--- config.mk ---
export PLATFORM = sky130hd
export DESIGN_NAME = crc16_byte_stuffing_framer
export DESIGN_NICKNAME = d
export VERILOG_FILES = /design/src/sv/crcf_pkg.sv /design/src/sv/crcf_front.sv /design/src/sv/crcf_fifo.sv /design/src/sv/crcf_back.sv /design/src/sv/crc16_byte_stuffing_framer.sv
export VERILOG_INCLUDE_DIRS = /design/src /design/src/sv
export SDC_FILE = /design/constraint.sdc
export NUM_CORES = 1
export LEC_CHECK = 0
export BUFFER_PORTS_ARGS = -buffer_cell sky130_fd_sc_hd__buf_2
export CORE_AREA = 8 8 114 95
export DETAILED_ROUTE_END_ITERATION = 6
export DIE_AREA = 0 0 122 103
export PLACE_DENSITY = 0.81
export SETUP_SLACK_MARGIN = 0.05
export SLEW_MARGIN = 20
export SYNTH_ARGS = -nofsm -noshare
export SYNTH_HDL_FRONTEND = slang
export SYNTH_HIERARCHICAL = 1
export SYNTH_SLANG_ARGS = --single-unit
--- constraint.sdc ---
create_clock -name i_clk -period 6.2 [get_ports i_clk]
set_input_delay 1.24 -clock i_clk [delete_from_list [all_inputs] [get_ports i_clk]]
set_output_delay 1.24 -clock i_clk [all_outputs]
set_load 0.05 [all_outputs]
--- src/sv/crc16_byte_stuffing_framer_macros.svh ---
// Assertion macros shared by the framer modules.
// Each macro takes a label, the clock, the active-low reset and the property terms.
`ifndef CRC16_BYTE_STUFFING_FRAMER_MACROS_SVH
`define CRC16_BYTE_STUFFING_FRAMER_MACROS_SVH
`ifndef SYNTHESIS
// Same-cycle implication.
`define CRCF_ASSERT_IMP(lbl, clk, rst_n, ante, cons) \
    lbl: assert property (@(posedge clk) disable iff (!rst_n) (ante) |-> (cons)) \
        else $error("assertion failed");
// Next-cycle implication.
`define CRCF_ASSERT_NXT(lbl, clk, rst_n, ante, cons) \
    lbl: assert property (@(posedge clk) disable iff (!rst_n) (ante) |=> (cons)) \
        else $error("assertion failed");
`else
`define CRCF_ASSERT_IMP(lbl, clk, rst_n, ante, cons)
`define CRCF_ASSERT_NXT(lbl, clk, rst_n, ante, cons)
`endif
`endif

--- src/sv/crcf_pkg.sv ---
`timescale 1ns / 1ps
`default_nettype none
package crcf_pkg;

    // Configuration register indexes.
    localparam logic [1:0] CFG_START  = 2'd0;
    localparam logic [1:0] CFG_STOP   = 2'd1;
    localparam logic [1:0] CFG_ESCAPE = 2'd2;

    // Reset values of the flag registers.
    localparam logic [7:0] START_RESET  = 8'd126;
    localparam logic [7:0] STOP_RESET   = 8'd127;
    localparam logic [7:0] ESCAPE_RESET = 8'd125;

    // Substitute codes that follow the escape byte.
    localparam logic [7:0] SUB_START  = 8'hDC;
    localparam logic [7:0] SUB_STOP   = 8'hDD;
    localparam logic [7:0] SUB_ESCAPE = 8'hDE;

    localparam logic [15:0] CRC_INIT = 16'hFFFF;
    localparam logic [15:0] CRC_POLY = 16'h1021;

    // One payload byte as it travels from the front to the back.
    typedef struct packed {
        logic [7:0]  data;
        logic        last;
        logic        first;
        logic [15:0] crc;
    } t_job;

    // Current flag values.
    typedef struct packed {
        logic [7:0] start;
        logic [7:0] stop;
        logic [7:0] escape;
    } t_flags;

    // CRC-16 update with one byte, MSB first.
    function automatic logic [15:0] crc_byte(input logic [15:0] crc_in, input logic [7:0] c);
        logic [15:0] crc;
        crc = crc_in ^ {c, 8'h00};
        for (int b = 0; b < 8; b++) begin
            if (crc[15]) begin
                crc = {crc[14:0], 1'b0} ^ CRC_POLY;
            end else begin
                crc = {crc[14:0], 1'b0};
            end
        end
        return crc;
    endfunction

endpackage
`default_nettype wire

--- src/sv/crcf_front.sv ---
`timescale 1ns / 1ps
`default_nettype none
`include "crc16_byte_stuffing_framer_macros.svh"
module crcf_front (
    input  wire logic          i_clk,
    input  wire logic          i_rst_n,
    input  wire logic          i_in_valid,
    output logic               o_in_ready,
    input  wire logic [7:0]    i_data_byte,
    input  wire logic          i_last_byte,
    input  wire logic          i_full,
    output logic               o_push,
    output crcf_pkg::t_job     o_job
);
    import crcf_pkg::*;

    logic [15:0] r_crc;
    logic [15:0] n_crc;
    logic        r_in_frame;
    logic        n_in_frame;
    logic [15:0] w_crc_upd;

    // Accept whenever the queue has room.
    assign o_in_ready = !i_full;
    assign o_push     = i_in_valid && !i_full;
    assign w_crc_upd  = crc_byte(r_crc, i_data_byte);

    // Classify the byte and attach the updated CRC.
    always_comb begin
        o_job.data  = i_data_byte;
        o_job.last  = i_last_byte;
        o_job.first = !r_in_frame;
        o_job.crc   = w_crc_upd;
    end

    // Frame state: the CRC restarts and the frame closes after the last byte.
    always_comb begin
        n_crc      = r_crc;
        n_in_frame = r_in_frame;
        if (o_push) begin
            n_crc      = i_last_byte ? CRC_INIT : w_crc_upd;
            n_in_frame = !i_last_byte;
        end
    end

    always_ff @(posedge i_clk) begin
        if (!i_rst_n) begin
            r_crc      <= CRC_INIT;
            r_in_frame <= 1'b0;
        end else begin
            r_crc      <= n_crc;
            r_in_frame <= n_in_frame;
        end
    end

    `CRCF_ASSERT_NXT(a_close_frame, i_clk, i_rst_n, o_push && i_last_byte, !r_in_frame && (r_crc == CRC_INIT))

endmodule
`default_nettype wire

--- src/sv/crcf_fifo.sv ---
`timescale 1ns / 1ps
`default_nettype none
module crcf_fifo (
    input  wire logic          i_clk,
    input  wire logic          i_rst_n,
    input  wire logic          i_push,
    input  wire crcf_pkg::t_job i_job,
    output logic               o_full,
    input  wire logic          i_pop,
    output logic               o_valid,
    output crcf_pkg::t_job     o_job
);
    import crcf_pkg::*;

    t_job       r_mem [2];
    logic       r_wr;
    logic       r_rd;
    logic [1:0] r_count;
    logic [1:0] n_count;

    assign o_full  = (r_count == 2'd2);
    assign o_valid = (r_count != 2'd0);
    assign o_job   = r_mem[r_rd];

    // Occupancy follows push and pop.
    always_comb begin
        n_count = r_count;
        if (i_push && !i_pop) begin
            n_count = r_count + 2'd1;
        end else if (!i_push && i_pop) begin
            n_count = r_count - 2'd1;
        end
    end

    always_ff @(posedge i_clk) begin
        if (!i_rst_n) begin
            r_wr    <= 1'b0;
            r_rd    <= 1'b0;
            r_count <= 2'd0;
        end else begin
            r_count <= n_count;
            if (i_push) begin
                r_wr <= !r_wr;
            end
            if (i_pop) begin
                r_rd <= !r_rd;
            end
        end
    end

    // Entry storage.
    always_ff @(posedge i_clk) begin
        if (i_push) begin
            r_mem[r_wr] <= i_job;
        end
    end

endmodule
`default_nettype wire

--- src/sv/crcf_back.sv ---
`timescale 1ns / 1ps
`default_nettype none
`include "crc16_byte_stuffing_framer_macros.svh"
module crcf_back (
    input  wire logic          i_clk,
    input  wire logic          i_rst_n,
    input  wire crcf_pkg::t_flags i_flags,
    input  wire logic          i_job_valid,
    input  wire crcf_pkg::t_job i_job,
    output logic               o_pop,
    output logic               o_out_valid,
    input  wire logic          i_out_ready,
    output logic [7:0]         o_out_byte,
    output logic               o_last_out
);
    import crcf_pkg::*;

    localparam logic [2:0] PH_START = 3'd0;
    localparam logic [2:0] PH_DATA  = 3'd1;
    localparam logic [2:0] PH_CRCLO = 3'd2;
    localparam logic [2:0] PH_CRCHI = 3'd3;
    localparam logic [2:0] PH_STOP  = 3'd4;

    logic [2:0] r_phase;
    logic [2:0] n_phase;
    logic       r_esc_pending;
    logic       n_esc_pending;
    logic       r_out_valid;
    logic       n_out_valid;
    logic [7:0] r_out_byte;
    logic [7:0] n_out_byte;
    logic       r_last_out;
    logic       n_last_out;

    logic [2:0] w_phase;
    logic [7:0] w_value;
    logic [7:0] w_sub;
    logic       w_hit;
    logic       w_adv;
    logic       w_done;

    // A byte goes out whenever a job waits and the output register is free.
    assign w_adv = i_job_valid && (!r_out_valid || i_out_ready);
    assign o_pop = w_adv && w_done;

    // A job that continues a frame skips the start flag.
    assign w_phase = (r_phase == PH_START && !i_job.first) ? PH_DATA : r_phase;

    // Byte to be stuffed in the current phase.
    always_comb begin
        case (w_phase)
            PH_CRCLO: w_value = i_job.crc[7:0];
            PH_CRCHI: w_value = i_job.crc[15:8];
            default:  w_value = i_job.data;
        endcase
    end

    // Flag match: escape wins over end, end over start.
    always_comb begin
        w_hit = 1'b1;
        w_sub = SUB_ESCAPE;
        if (w_value == i_flags.escape) begin
            w_sub = SUB_ESCAPE;
        end else if (w_value == i_flags.stop) begin
            w_sub = SUB_STOP;
        end else if (w_value == i_flags.start) begin
            w_sub = SUB_START;
        end else begin
            w_hit = 1'b0;
        end
    end

    // Emission sequencer.
    always_comb begin
        n_phase       = r_phase;
        n_esc_pending = r_esc_pending;
        n_out_byte    = r_out_byte;
        w_done        = 1'b0;
        case (w_phase)
            PH_START: begin
                n_out_byte = i_flags.start;
                n_phase    = PH_DATA;
            end
            PH_DATA, PH_CRCLO, PH_CRCHI: begin
                if (r_esc_pending) begin
                    n_out_byte    = w_sub;
                    n_esc_pending = 1'b0;
                end else if (w_hit) begin
                    n_out_byte    = i_flags.escape;
                    n_esc_pending = 1'b1;
                    n_phase       = w_phase;
                end else begin
                    n_out_byte = w_value;
                end
                if (r_esc_pending || !w_hit) begin
                    case (w_phase)
                        PH_DATA: begin
                            if (i_job.last) begin
                                n_phase = PH_CRCLO;
                            end else begin
                                n_phase = PH_START;
                                w_done  = 1'b1;
                            end
                        end
                        PH_CRCLO: n_phase = PH_CRCHI;
                        default:  n_phase = PH_STOP;
                    endcase
                end
            end
            PH_STOP: begin
                n_out_byte = i_flags.stop;
                n_phase    = PH_START;
                w_done     = 1'b1;
            end
            default: begin
                n_phase = PH_START;
            end
        endcase
        n_last_out = w_done;
    end

    // Output register valid.
    always_comb begin
        if (w_adv) begin
            n_out_valid = 1'b1;
        end else if (i_out_ready) begin
            n_out_valid = 1'b0;
        end else begin
            n_out_valid = r_out_valid;
        end
    end

    always_ff @(posedge i_clk) begin
        if (!i_rst_n) begin
            r_phase       <= PH_START;
            r_esc_pending <= 1'b0;
            r_out_valid   <= 1'b0;
        end else begin
            r_out_valid <= n_out_valid;
            if (w_adv) begin
                r_phase       <= n_phase;
                r_esc_pending <= n_esc_pending;
            end
        end
    end

    // Output payload.
    always_ff @(posedge i_clk) begin
        if (w_adv) begin
            r_out_byte <= n_out_byte;
            r_last_out <= n_last_out;
        end
    end

    assign o_out_valid = r_out_valid;
    assign o_out_byte  = r_out_byte;
    assign o_last_out  = r_last_out;

    `CRCF_ASSERT_IMP(a_esc_phase, i_clk, i_rst_n, r_esc_pending, (r_phase == PH_DATA) || (r_phase == PH_CRCLO) || (r_phase == PH_CRCHI))
    `CRCF_ASSERT_IMP(a_esc_held, i_clk, i_rst_n, r_esc_pending, r_out_valid && !r_last_out && i_job_valid)
    `CRCF_ASSERT_IMP(a_esc_byte, i_clk, i_rst_n, $rose(r_esc_pending), r_out_byte == i_flags.escape)

endmodule
`default_nettype wire

--- src/sv/crc16_byte_stuffing_framer.sv ---
`timescale 1ns / 1ps
`default_nettype none
// Transmit framer with CRC-16 and byte stuffing.
// Input channel (i_in_valid / o_in_ready) carries one payload byte and a last flag per
// transaction. Output channel (o_out_valid / i_out_ready) carries one framed byte per
// transaction; o_last_out marks the final byte caused by one input byte.
// Configuration channel (i_cfg_valid / o_cfg_ready) writes the start, end and escape flag
// values at index 0, 1 and 2; other indexes are ignored. It is always ready.
// The front computes the CRC and frame position in the accept cycle and places the byte
// in a two-entry queue. The back emits one output byte per cycle from the queue head while
// the receiver takes each byte. With the queue empty, the first output byte of an item
// passes the queue entry and then the output byte register before it is presented.
// An item causes one output byte for a plain mid-frame byte, two for an escaped byte and
// up to eight for a one-byte frame; the back sends them one after another through the
// single output byte register and pops the item when it loads the item's final byte.
// Reset: flags return to 126, 127 and 125, the CRC to 0xFFFF, no frame is open and the
// queue and output register are empty.
// When the receiver stalls, the output byte holds, the back stops and the queue fills;
// the input channel drops ready once both queue entries are taken.
module crc16_byte_stuffing_framer (
    input  wire logic       i_clk,
    input  wire logic       i_rst_n,
    input  wire logic       i_in_valid,
    output logic            o_in_ready,
    input  wire logic [7:0] i_data_byte,
    input  wire logic       i_last_byte,
    output logic            o_out_valid,
    input  wire logic       i_out_ready,
    output logic [7:0]      o_out_byte,
    output logic            o_last_out,
    input  wire logic       i_cfg_valid,
    output logic            o_cfg_ready,
    input  wire logic [1:0] i_cfg_index,
    input  wire logic [7:0] i_cfg_data
);
    import crcf_pkg::*;

    t_flags r_flags;
    t_job   w_push_job;
    t_job   w_head_job;
    logic   w_push;
    logic   w_full;
    logic   w_head_valid;
    logic   w_pop;

    assign o_cfg_ready = 1'b1;

    // Flag registers.
    always_ff @(posedge i_clk) begin
        if (!i_rst_n) begin
            r_flags.start  <= START_RESET;
            r_flags.stop   <= STOP_RESET;
            r_flags.escape <= ESCAPE_RESET;
        end else if (i_cfg_valid) begin
            case (i_cfg_index)
                CFG_START:  r_flags.start  <= i_cfg_data;
                CFG_STOP:   r_flags.stop   <= i_cfg_data;
                CFG_ESCAPE: r_flags.escape <= i_cfg_data;
                default:    r_flags        <= r_flags;
            endcase
        end
    end

    crcf_front u_front (
        .i_clk       (i_clk),
        .i_rst_n     (i_rst_n),
        .i_in_valid  (i_in_valid),
        .o_in_ready  (o_in_ready),
        .i_data_byte (i_data_byte),
        .i_last_byte (i_last_byte),
        .i_full      (w_full),
        .o_push      (w_push),
        .o_job       (w_push_job)
    );

    crcf_fifo u_fifo (
        .i_clk   (i_clk),
        .i_rst_n (i_rst_n),
        .i_push  (w_push),
        .i_job   (w_push_job),
        .o_full  (w_full),
        .i_pop   (w_pop),
        .o_valid (w_head_valid),
        .o_job   (w_head_job)
    );

    crcf_back u_back (
        .i_clk       (i_clk),
        .i_rst_n     (i_rst_n),
        .i_flags     (r_flags),
        .i_job_valid (w_head_valid),
        .i_job       (w_head_job),
        .o_pop       (w_pop),
        .o_out_valid (o_out_valid),
        .i_out_ready (i_out_ready),
        .o_out_byte  (o_out_byte),
        .o_last_out  (o_last_out)
    );

endmodule
`default_nettype wire
Word-level counts from Yosys, hierarchy flattened. Memory sizes are Yosys's and may differ from the RTL's. A register that Yosys moved wholly into a read port is not among the register bits. Cells that the tools add are included.

Bits in registers: 59. Bits in writable memories: 52. Logic and storage cells: 109. Memories kept: 1.

Memories: u_fifo.r_mem (words 2, width 26, read ports 1, clocked after Yosys merged registers in 1, write ports 1, line crcf_fifo.sv:15) `t_job r_mem [2];`.

Add/sub/neg operators: 2. Equality and inequality tests: 12. Multiplexer cells: 40. Bitwise operators: 9. Reduce and logical (&&, ||, !) cells: 32.

Operators by type and width (count): 13-bit 2-to-1 mux (8); 8-bit 2-to-1 mux (4); 8-bit equality test (3); 3-bit inverter (8); 8-bit case mux with 3 select lines (1); 16-bit 2-to-1 mux (1); 8-bit case mux with 2 select lines (1); 16-bit bitwise XOR (1); 1-bit 2-to-1 mux (14); 3-bit 2-to-1 mux (4); 3-bit case mux with 2 select lines (2); 1-bit logical NOT (10); 2-bit AND reduction (5); 2-bit 2-to-1 mux (4); 3-bit by 2-bit equality test with 1-bit output, second input constant (2); 1-bit logical AND (6); 3-bit logical NOT (2); 2-bit nonzero test (3); 2-bit equality test, second input constant (2); 3-bit by 1-bit equality test with 1-bit output, second input constant (1); 3-bit equality test, second input constant (1); 3-bit by 1-bit inequality test with 1-bit output, second input constant (1); 3-bit inequality test, second input constant (1); 3-bit AND reduction (1); other kinds (8) (9).

Depth between registers and ports, before layout. Gate-level depths: netlist of the first run.

Depth after elaboration: 18. Gate-level depth with buffers: 16. Gate-level depth less buffers: 14.

Modules after synthesis. The synthesis of the first run kept the hierarchy.

Modules (own cells, without submodules): crcf_fifo (times used 1, cells each 103, area an instance 2103.3 µm², sequential area each 1661.6 µm²); crcf_back (times used 1, cells each 217, area an instance 1786.7 µm², sequential area each 370.4 µm²); crc16_byte_stuffing_framer (times used 1, cells each 94, area an instance 992.2 µm², sequential area each 480.5 µm²); crcf_front (times used 1, cells each 87, area an instance 895.9 µm², sequential area each 340.3 µm²).

Least setup slack after synthesis of the first run. Ideal clock, no wire load.

Path kind: register to register. Start point: register with a tool-made name. End point: register u_fifo.r_count[1]. Setup time: 70 ps. Arrival time: 3218 ps. Data required time: 6130 ps. Path slack: 2912 ps. Stages on the path, launching flop included: 16. Buffers on the path: 2. Cells stage by stage: dfxtp_1 buf_2 buf_6 mux2_2 mux2i_1 xor2_1 nand4_1 nor4_1 a31oi_1 a31oi_1 o41ai_1 and2_1 inv_1 ha_1 or3_1 a21boi_1.

RTL lines: end signal: assignment (line crcf_fifo.sv:41) `r_count <= n_count;`; end: declaration (line crcf_fifo.sv:18) `logic [1:0] r_count;`.

==> impl_metrics.env, run 1 <==
export IMPL_critPathSlowestCell="dfxtp_2"
export IMPL_hold_class="flop to flop"
export IMPL_tritoncts="done"
export IMPL_synth_seq_cells=112
export IMPL_place_congestion=0.892
export IMPL_wire_per_inst_um=19.8
export IMPL_floorplan_initialDensity=0.651
export IMPL_dieWidth_um=122
export IMPL_dieHeight_um=103
export IMPL_cts_setup_buffers=0
export IMPL_grt_overflow_total=0
export IMPL_cts_sinks=112
export IMPL_p_per_area_mw_per_mm2=422
export IMPL_ys_types=63
export IMPL_ys_flop_type="edfxtp_1"
export IMPL_worstSetupPathType="flop to flop"
export IMPL_crit_top_cell="a31oi_1"
export IMPL_synth_edff_count=61
export IMPL_layout_drive_gt1_share=0.202
export IMPL_grt_max_degree=59
export IMPL_grt_pass1_wl_mm=19.7
export IMPL_grt_use_total=0.204
export IMPL_finalWorstSetupSlack_ns=2.20
export IMPL_vias=3853
export IMPL_final_hold_violation_count=0
export IMPL_end_kind="flop"
export IMPL_finalInstanceArea_mm2=0.00608
export IMPL_syn2layout_area_growth_pct=5.18
export IMPL_setup_viol=0
export IMPL_worst_pin_slew_ns=1.08
export IMPL_clockBufferDepth=2
export IMPL_yosysTopAreaCell="edfxtp_1"
export IMPL_clk_latency_ns=0.38
export IMPL_dp_hpwl_mm=9.03
export IMPL_path_clk_slew_ns=0.09
export IMPL_start_kind="flop"
export IMPL_worstPathMaxFanout=26
export IMPL_vias_per_cell=6.07
export IMPL_postPlaceCellArea_mm2=0.00588
export IMPL_critPathBufInv=1
export IMPL_drv_cap=0
export IMPL_grt_pass1_vias=3744
export IMPL_fmax_mhz=250
export IMPL_synth_area_mm2=0.00578
export IMPL_syn_inst=501
export IMPL_drt_iter0_drc=344
export IMPL_final_antenna_net_count=0
export IMPL_synthTopCellsByArea="edfxtp_1 (32%), dfxtp_1 (18%), mux2_2 (5.3%), mux2i_1 (4.9%), xnor2_1 (4.9%)"
export IMPL_mappedNetlistNets=526
export IMPL_crit_arrival_ns=4.31
export IMPL_dieArea_mm2=0.0126
export IMPL_rsz0062_at_grt="false"
export IMPL_tritoncts_num_buffers=9
export IMPL_fin_tns_setup_ns=0
export IMPL_drv_slew=0
export IMPL_fillers=670
export IMPL_outcome="finished, final reports clean"
export IMPL_ctsRootBufferMaster="clkbuf_8"
export IMPL_critPathRequiredTime_ns=6.51
export IMPL_ys_seq_area_frac=0.494
export IMPL_drc=0
export IMPL_coreArea_mm2=0.00888
export IMPL_yosys_cell_count_top_type="edfxtp_1"
export IMPL_period_minus_slack_ns=4.00
export IMPL_first_pass_iters=5
export IMPL_wl_mm=12.6
export IMPL_path_cells="mux2_2 -> mux2i_1 -> xor2_1 -> nand4_1 -> nor4_1 -> a31oi_1 -> a31oi_1 -> o41ai_1 -> and2_1 -> inv_1 -> ha_1 -> or3_1 -> a21boi_1"
export IMPL_slew_headroom=0.276
export IMPL_antenna_found_initial=1
export IMPL_clock_skew_ns=0.00680
export IMPL_cts_hold_buf=0
export IMPL_power_leakage_nw=2.22
export IMPL_cts_resized=0
export IMPL_avgSynthCellArea_um2=11.5
export IMPL_slowest_delay_ns=0.74
export IMPL_async_flop_share=0
export IMPL_cp_top_family="compound AO/OA/AOI/OAI gates"
export IMPL_yosysTopAreaCellShare=0.317
export IMPL_pre_cts_slack_ns=1.96
export IMPL_htree_levels=3
export IMPL_ir_drop_uv=300
export IMPL_row_count=31
export IMPL_yosys_warnings=6
export IMPL_io_buffers=34
export IMPL_finalCritPeriodShare=0.645
export IMPL_yosys_top_cells_count="edfxtp_1 (61), dfxtp_1 (51), nand2_1 (47)"
export IMPL_n_antenna_cell=0
export IMPL_fin_nets=540
export IMPL_ioPinCount=36
[state kept, by name, indices dropped and copies added (netlist names), named ones only]
register and flops:
u_front/r_crc 16, u_back/o_out_valid 1, u_fifo/r_wr 1, u_fifo/r_mem 52, r_flags 24, u_back/o_last_out 1
u_front/r_in_frame 1, u_back/r_esc_pending 1, u_fifo/r_count 2, u_back/o_out_byte 8, u_fifo/r_rd 1, u_back/r_phase 3
[layer usage]
layer | GRT usage | vias up | part of all wire
li1 | - | 1825 | -
met1 | 0.267 | 1834 | 0.45
met2 | 0.304 | 164 | 0.44
met3 | 0.0821 | 28 | 0.098
met4 | 0.0605 | 2 | 0.013
met5 | 0 | - | 0.00096
[worst paths after layout]
check                           from                   to  slack [ns]  cells past startpoint
setup / recovery                flop    u_fifo/r_count[1]        2.20                     13
hold / removal    u_front/r_in_frame  u_fifo/r_mem[0][16]        0.49                      1
setup reg to reg                flop    u_fifo/r_count[1]        2.20                     13
hold reg to reg   u_front/r_in_frame  u_fifo/r_mem[0][16]        0.49                      1
[cell families (layout without fill, tap and decap cells)]
group                    Yosys count  in the layout  synth area share
AND/OR/NAND/NOR                  142            142             0.128
other                              1              1          0.000649
buffers and inverters             49             68            0.0511
flip-flops                       112            112             0.494
multiplexers                      62             62             0.125
XOR/XNOR                          59             59            0.0998
adder cells (fa/ha/maj)            1              1           0.00217
AO/OA/AOI/OAI                     75             75            0.0987
[final cells by class]
cell class                      count  area, um2  share of cell area
Clock buffer                       12        145              0.0239
Clock inverter                      4       51.3             0.00844
Inverter                           15       56.3             0.00926
Multi-Input combinational cell    340       2630               0.433
Sequential cell                   112       2860               0.470
Tap cell                          115        144              0.0237
Timing Repair Buffer               37        193              0.0317
[worst reg2reg max path, delay by kind of cell, from the launching register on]
kind | cells | cell delay, ns
flip-flops | 1 | 0.74
AND/OR/NAND/NOR | 4 | 0.74
multiplexers | 2 | 0.82
buffers and inverters | 1 | 0.05
XOR/XNOR | 1 | 0.12
AO/OA/AOI/OAI | 4 | 1.16
adder cells (fa/ha/maj) | 1 | 0.30
[metrics by stage]
step	total power [W]	std cells	util	hold slack (ns)
after floorplan	0.00189	501	-	0.443
after global placement	0.00209	619	0.662	0.457
after detailed placement	0.00212	619	0.662	0.470
after CTS	0.00256	635	0.684	0.493
after global routing	0.00269	635	0.684	0.507
final	0.00256	635	0.684	0.492
[cell usage in the layout (no fill, tap or decap), types with 3 or more instances in the layout]
cell type	count
inv_1	14
mux2i_1	28
mux2i_4	5
and2_1	7
edfxtp_1	61
o21ai_0	6
a211oi_1	4
nor2b_1	29
a31oi_1	7
nor3_1	3
nor2_1	16
dfxtp_1	49
clkbuf_8	10
a211o_1	3
xnor2_2	7
xnor2_1	32
buf_4	3
a21oi_1	8
nand3_1	11
nor4_1	4
o31ai_1	5
o22ai_1	12
nand2_1	47
nand4_1	5
mux2_2	27
nand2b_1	6
xor2_1	19
o32a_1	8
buf_2	34
[power by group]
group          total [W]  internal (W)  switching [W]
Combinational    0.00104      0.000388       0.000656
Sequential       0.00108      0.000979      0.0000985
Clock           0.000441      0.000200       0.000241
Total            0.00256       0.00157       0.000996
Power figures use the tool's default switching activity.
==> run 2, diff against run 1 <==
--- a/config.mk
+++ b/config.mk
@@ -6,11 +6,12 @@
 export SDC_FILE = /design/constraint.sdc
 export NUM_CORES = 1
 export LEC_CHECK = 0
+export ABC_AREA = 1
 export BUFFER_PORTS_ARGS = -buffer_cell sky130_fd_sc_hd__buf_2
-export CORE_AREA = 8 8 114 95
+export CORE_AREA = 8 8 127 106
 export DETAILED_ROUTE_END_ITERATION = 6
-export DIE_AREA = 0 0 122 103
-export PLACE_DENSITY = 0.81
+export DIE_AREA = 0 0 135 114
+export PLACE_DENSITY = 0.72
 export SETUP_SLACK_MARGIN = 0.05
 export SLEW_MARGIN = 20
 export SYNTH_ARGS = -nofsm -noshare
==> constraint.sdc (replaced) <==
create_clock -name i_clk -period 3.2 [get_ports i_clk]
set_input_delay 0.64 -clock i_clk [delete_from_list [all_inputs] [get_ports i_clk]]
set_output_delay 0.64 -clock i_clk [all_outputs]
set_load 0.05 [all_outputs]
==> run 2 against run 1 <==
- sequential power up 74%
- setup slack got worse by 1.8 ns
- register-to-register slack lost 1.8 ns
- sequential share of layout area is 3.8 points lower
==> impl_metrics.env, run 2 <==
export IMPL_start_kind="flop"
export IMPL_ir_drop_uv=408
export IMPL_outcome="finished, final reports clean"
export IMPL_worstRegToRegCells=22
export IMPL_n_antenna_cell=0
export IMPL_ys_flop_type="edfxtp_1"
export IMPL_hold_class="flop to flop"
export IMPL_hp_start="u_front/r_in_frame"
export IMPL_drc=0
export IMPL_coreArea_mm2=0.0113
export IMPL_yosys_warnings=6
export IMPL_tritoncts_num_buffers=9
export IMPL_dieWidth_um=135
export IMPL_worstPathMaxFanout=13
export IMPL_drt_iter0_drc=293
export IMPL_tritoncts="done"
export IMPL_power_leakage_nw=3.22
export IMPL_grt_overflow_total=0
export IMPL_yosys_cell_count_top_type="nand2_1"
export IMPL_crit_arrival_ns=3.12
export IMPL_grt_use_total=0.172
export IMPL_vias=4732
export IMPL_ctsRootBufferMaster="clkbuf_16"
export IMPL_yosysTopAreaCell="edfxtp_1"
export IMPL_first_pass_iters=5
export IMPL_yosysTopAreaCellShare=0.300
export IMPL_grt_pass1_vias=4475
export IMPL_ioPinCount=36
export IMPL_final_cell_mix="nand2_1 (220), inv_1 (95), edfxtp_1 (61), nand3_1 (56), dfxtp_1 (48)"
export IMPL_wl_mm=13.0
export IMPL_hold_depth=2
export IMPL_clock_skew_ns=0.00718
export IMPL_place_congestion=0.905
export IMPL_reg_top3="u_fifo/r_mem (52), r_flags (24), u_front/r_crc (16)"
export IMPL_async_flop_share=0
export IMPL_drv_slew=0
export IMPL_syn2layout_area_growth_pct=8.38
export IMPL_slew_headroom=0.391
export IMPL_cts_hold_buf=0
export IMPL_fin_cells=895
export IMPL_r2r_slack_ns=0.38
export IMPL_cts_sinks=112
export IMPL_synth_edff_count=61
export IMPL_fin_tns_setup_ns=0
export IMPL_r2r_end="u_fifo/r_count[1]"
export IMPL_rsz0062_at_grt="false"
export IMPL_synth_seq_cells=112
export IMPL_floorplan_initialDensity=0.540
export IMPL_fmax_mhz=354
export IMPL_regMostFlops="u_fifo/r_mem"
export IMPL_antenna_found_initial=0
export IMPL_htree_levels=3
export IMPL_whs_ns=0.467
export IMPL_largest_reg_flops=52
export IMPL_ys_types=36
export IMPL_hold_end="u_front/r_in_frame"
export IMPL_mappedNetlistNets=743
export IMPL_layout_drive_gt1_share=0.198
export IMPL_fin_nets=767
export IMPL_end_kind="flop"
export IMPL_dp_cells=878
export IMPL_wire_per_inst_um=14.5
export IMPL_dp_hpwl_mm=9.49
export IMPL_clk_latency_ns=0.36
export IMPL_post_route_util=0.586
export IMPL_grt_pass1_wl_mm=21.3
export IMPL_p_per_area_mw_per_mm2=665
export IMPL_final_antenna_net_count=0
export IMPL_worst_pin_slew_ns=0.913
export IMPL_setup_viol=0
export IMPL_row_count=35
export IMPL_dieHeight_um=114
export IMPL_clockBufferDepth=2
export IMPL_layout_commonest_cell="nand2_1"
export IMPL_final_hold_violation_count=0
export IMPL_finalCritPeriodShare=0.883
export IMPL_yosys_top_cells_count="nand2_1 (221), inv_1 (95), edfxtp_1 (61)"
export IMPL_synth_area_mm2=0.00610
export IMPL_dieArea_mm2=0.0154
export IMPL_synthTopCellsByArea="edfxtp_1 (30%), dfxtp_1 (17%), nand2_1 (14%), inv_1 (5.8%), mux2_4 (4.9%)"
export IMPL_critPathRequiredTime_ns=3.50
export IMPL_vias_per_cell=5.29
export IMPL_ys_seq_area_frac=0.467
export IMPL_grt_max_degree=48
export IMPL_io_buffers=34
export IMPL_syn_inst=718
export IMPL_avgSynthCellArea_um2=8.50
export IMPL_period_minus_slack_ns=2.82
export IMPL_worstSetupPathType="flop to flop"
export IMPL_drv_cap=0
export IMPL_path_clk_slew_ns=0.08
run 2: cell types whose count changed after synthesis, moves of 20 or more:
cell / before / now
mux2_4: 0 / 20
inv_1: 14 / 95
nand2_1: 47 / 221
mux2i_1: 28 / 0
nand3_1: 11 / 57
mux2_2: 27 / 6
nand4_1: 5 / 40
xnor2_1: 32 / 0
nor2b_1: 30 / 0
run 2: through the flow:
| stage | cell area (um2) | setup slack, ns | total power (W) |
|---|---|---|---|
| 6_report | 6620 | 0.375 | 0.00440 |
| 2_1_floorplan | 6100 | 0.476 | 0.00298 |
| 4_1_cts | 6580 | 0.245 | 0.00439 |
| 5_1_grt | 6620 | 0.119 | 0.00464 |
| 3_5_place_dp | 6270 | 0.266 | 0.00328 |
| 3_3_place_gp | 6270 | 0.385 | 0.00324 |
run 2: worst max-delay path: stages (launching register included):
cell and delay [ns]:
dfxtp_2 0.38, buf_12 0.17, mux2_4 0.30, inv_1 0.06, nand3_1 0.15, nand3_2 0.14
nand2_1 0.06, nand2_1 0.06, inv_1 0.04, nand2_1 0.05, nor2_1 0.04, nand2_1 0.15
nand3_4 0.10, nand2_2 0.11, nand2_1 0.09, a21oi_2 0.17, inv_1 0.06, ha_1 0.30
inv_1 0.08, nand3_1 0.07, nand2_1 0.06, inv_1 0.04, nor2_1 0.09
run 2: worst max-delay path by stage:
| stage | to | slack (ns) | cells past startpoint |
|---|---|---|---|
| 2_1_floorplan | u_fifo/r_count[1] | 0.48 | 23 |
| 3_5_place_dp | u_fifo/r_count[1] | 0.27 | 21 |
| 6_report | u_fifo/r_count[1] | 0.38 | 22 |
| 4_1_cts | u_fifo/r_count[1] | 0.25 | 22 |
| 3_3_place_gp | u_fifo/r_count[1] | 0.38 | 22 |
| 5_1_grt | u_fifo/r_count[1] | 0.12 | 22 |
run 2: area by class of cell:
type                       instances  area (um2)
sequential                       112        2860
clock inverter                     7        76.3
timing repair buffer              41         253
multi-input combinational        470        2610
inverter                         108         415
fill                             975        4680
clock buffer                       9         225
tap                              148         185
run 2: repair_timing:
item | CTS | global route
setup buffers | 0 | 0
gates resized for setup | 0 | 6
endpoints found under the setup margin | 0 | 2
run 2: logic make-up (layout without fill, tap and decap cells):
| logic type | after synthesis | in the layout | synth area share |
|---|---|---|---|
| compound gates | 47 | 47 | 0.0443 |
| xor+xnor | 4 | 4 | 0.00697 |
| fa+ha+maj | 1 | 1 | 0.00205 |
| buf+inv | 136 | 165 | 0.108 |
| flops | 112 | 112 | 0.467 |
| mux | 26 | 26 | 0.0603 |
| other cells | 1 | 1 | 0.000614 |
| simple gates | 391 | 391 | 0.310 |
run 2: layer usage:
metal	track usage	up-vias	wire length, um
li1	-	2391	-
met1	0.224	2195	6040
met2	0.274	123	6040
met3	0.0378	23	658
met4	0.0657	0	239
met5	0	-	0
run 2: where the power goes:
group	switching (W)	internal [W]	leakage [nW]
clock	0.000570	0.000553	0.140
sequential	0.000107	0.00177	0.988
combinational	0.000922	0.000475	2.10
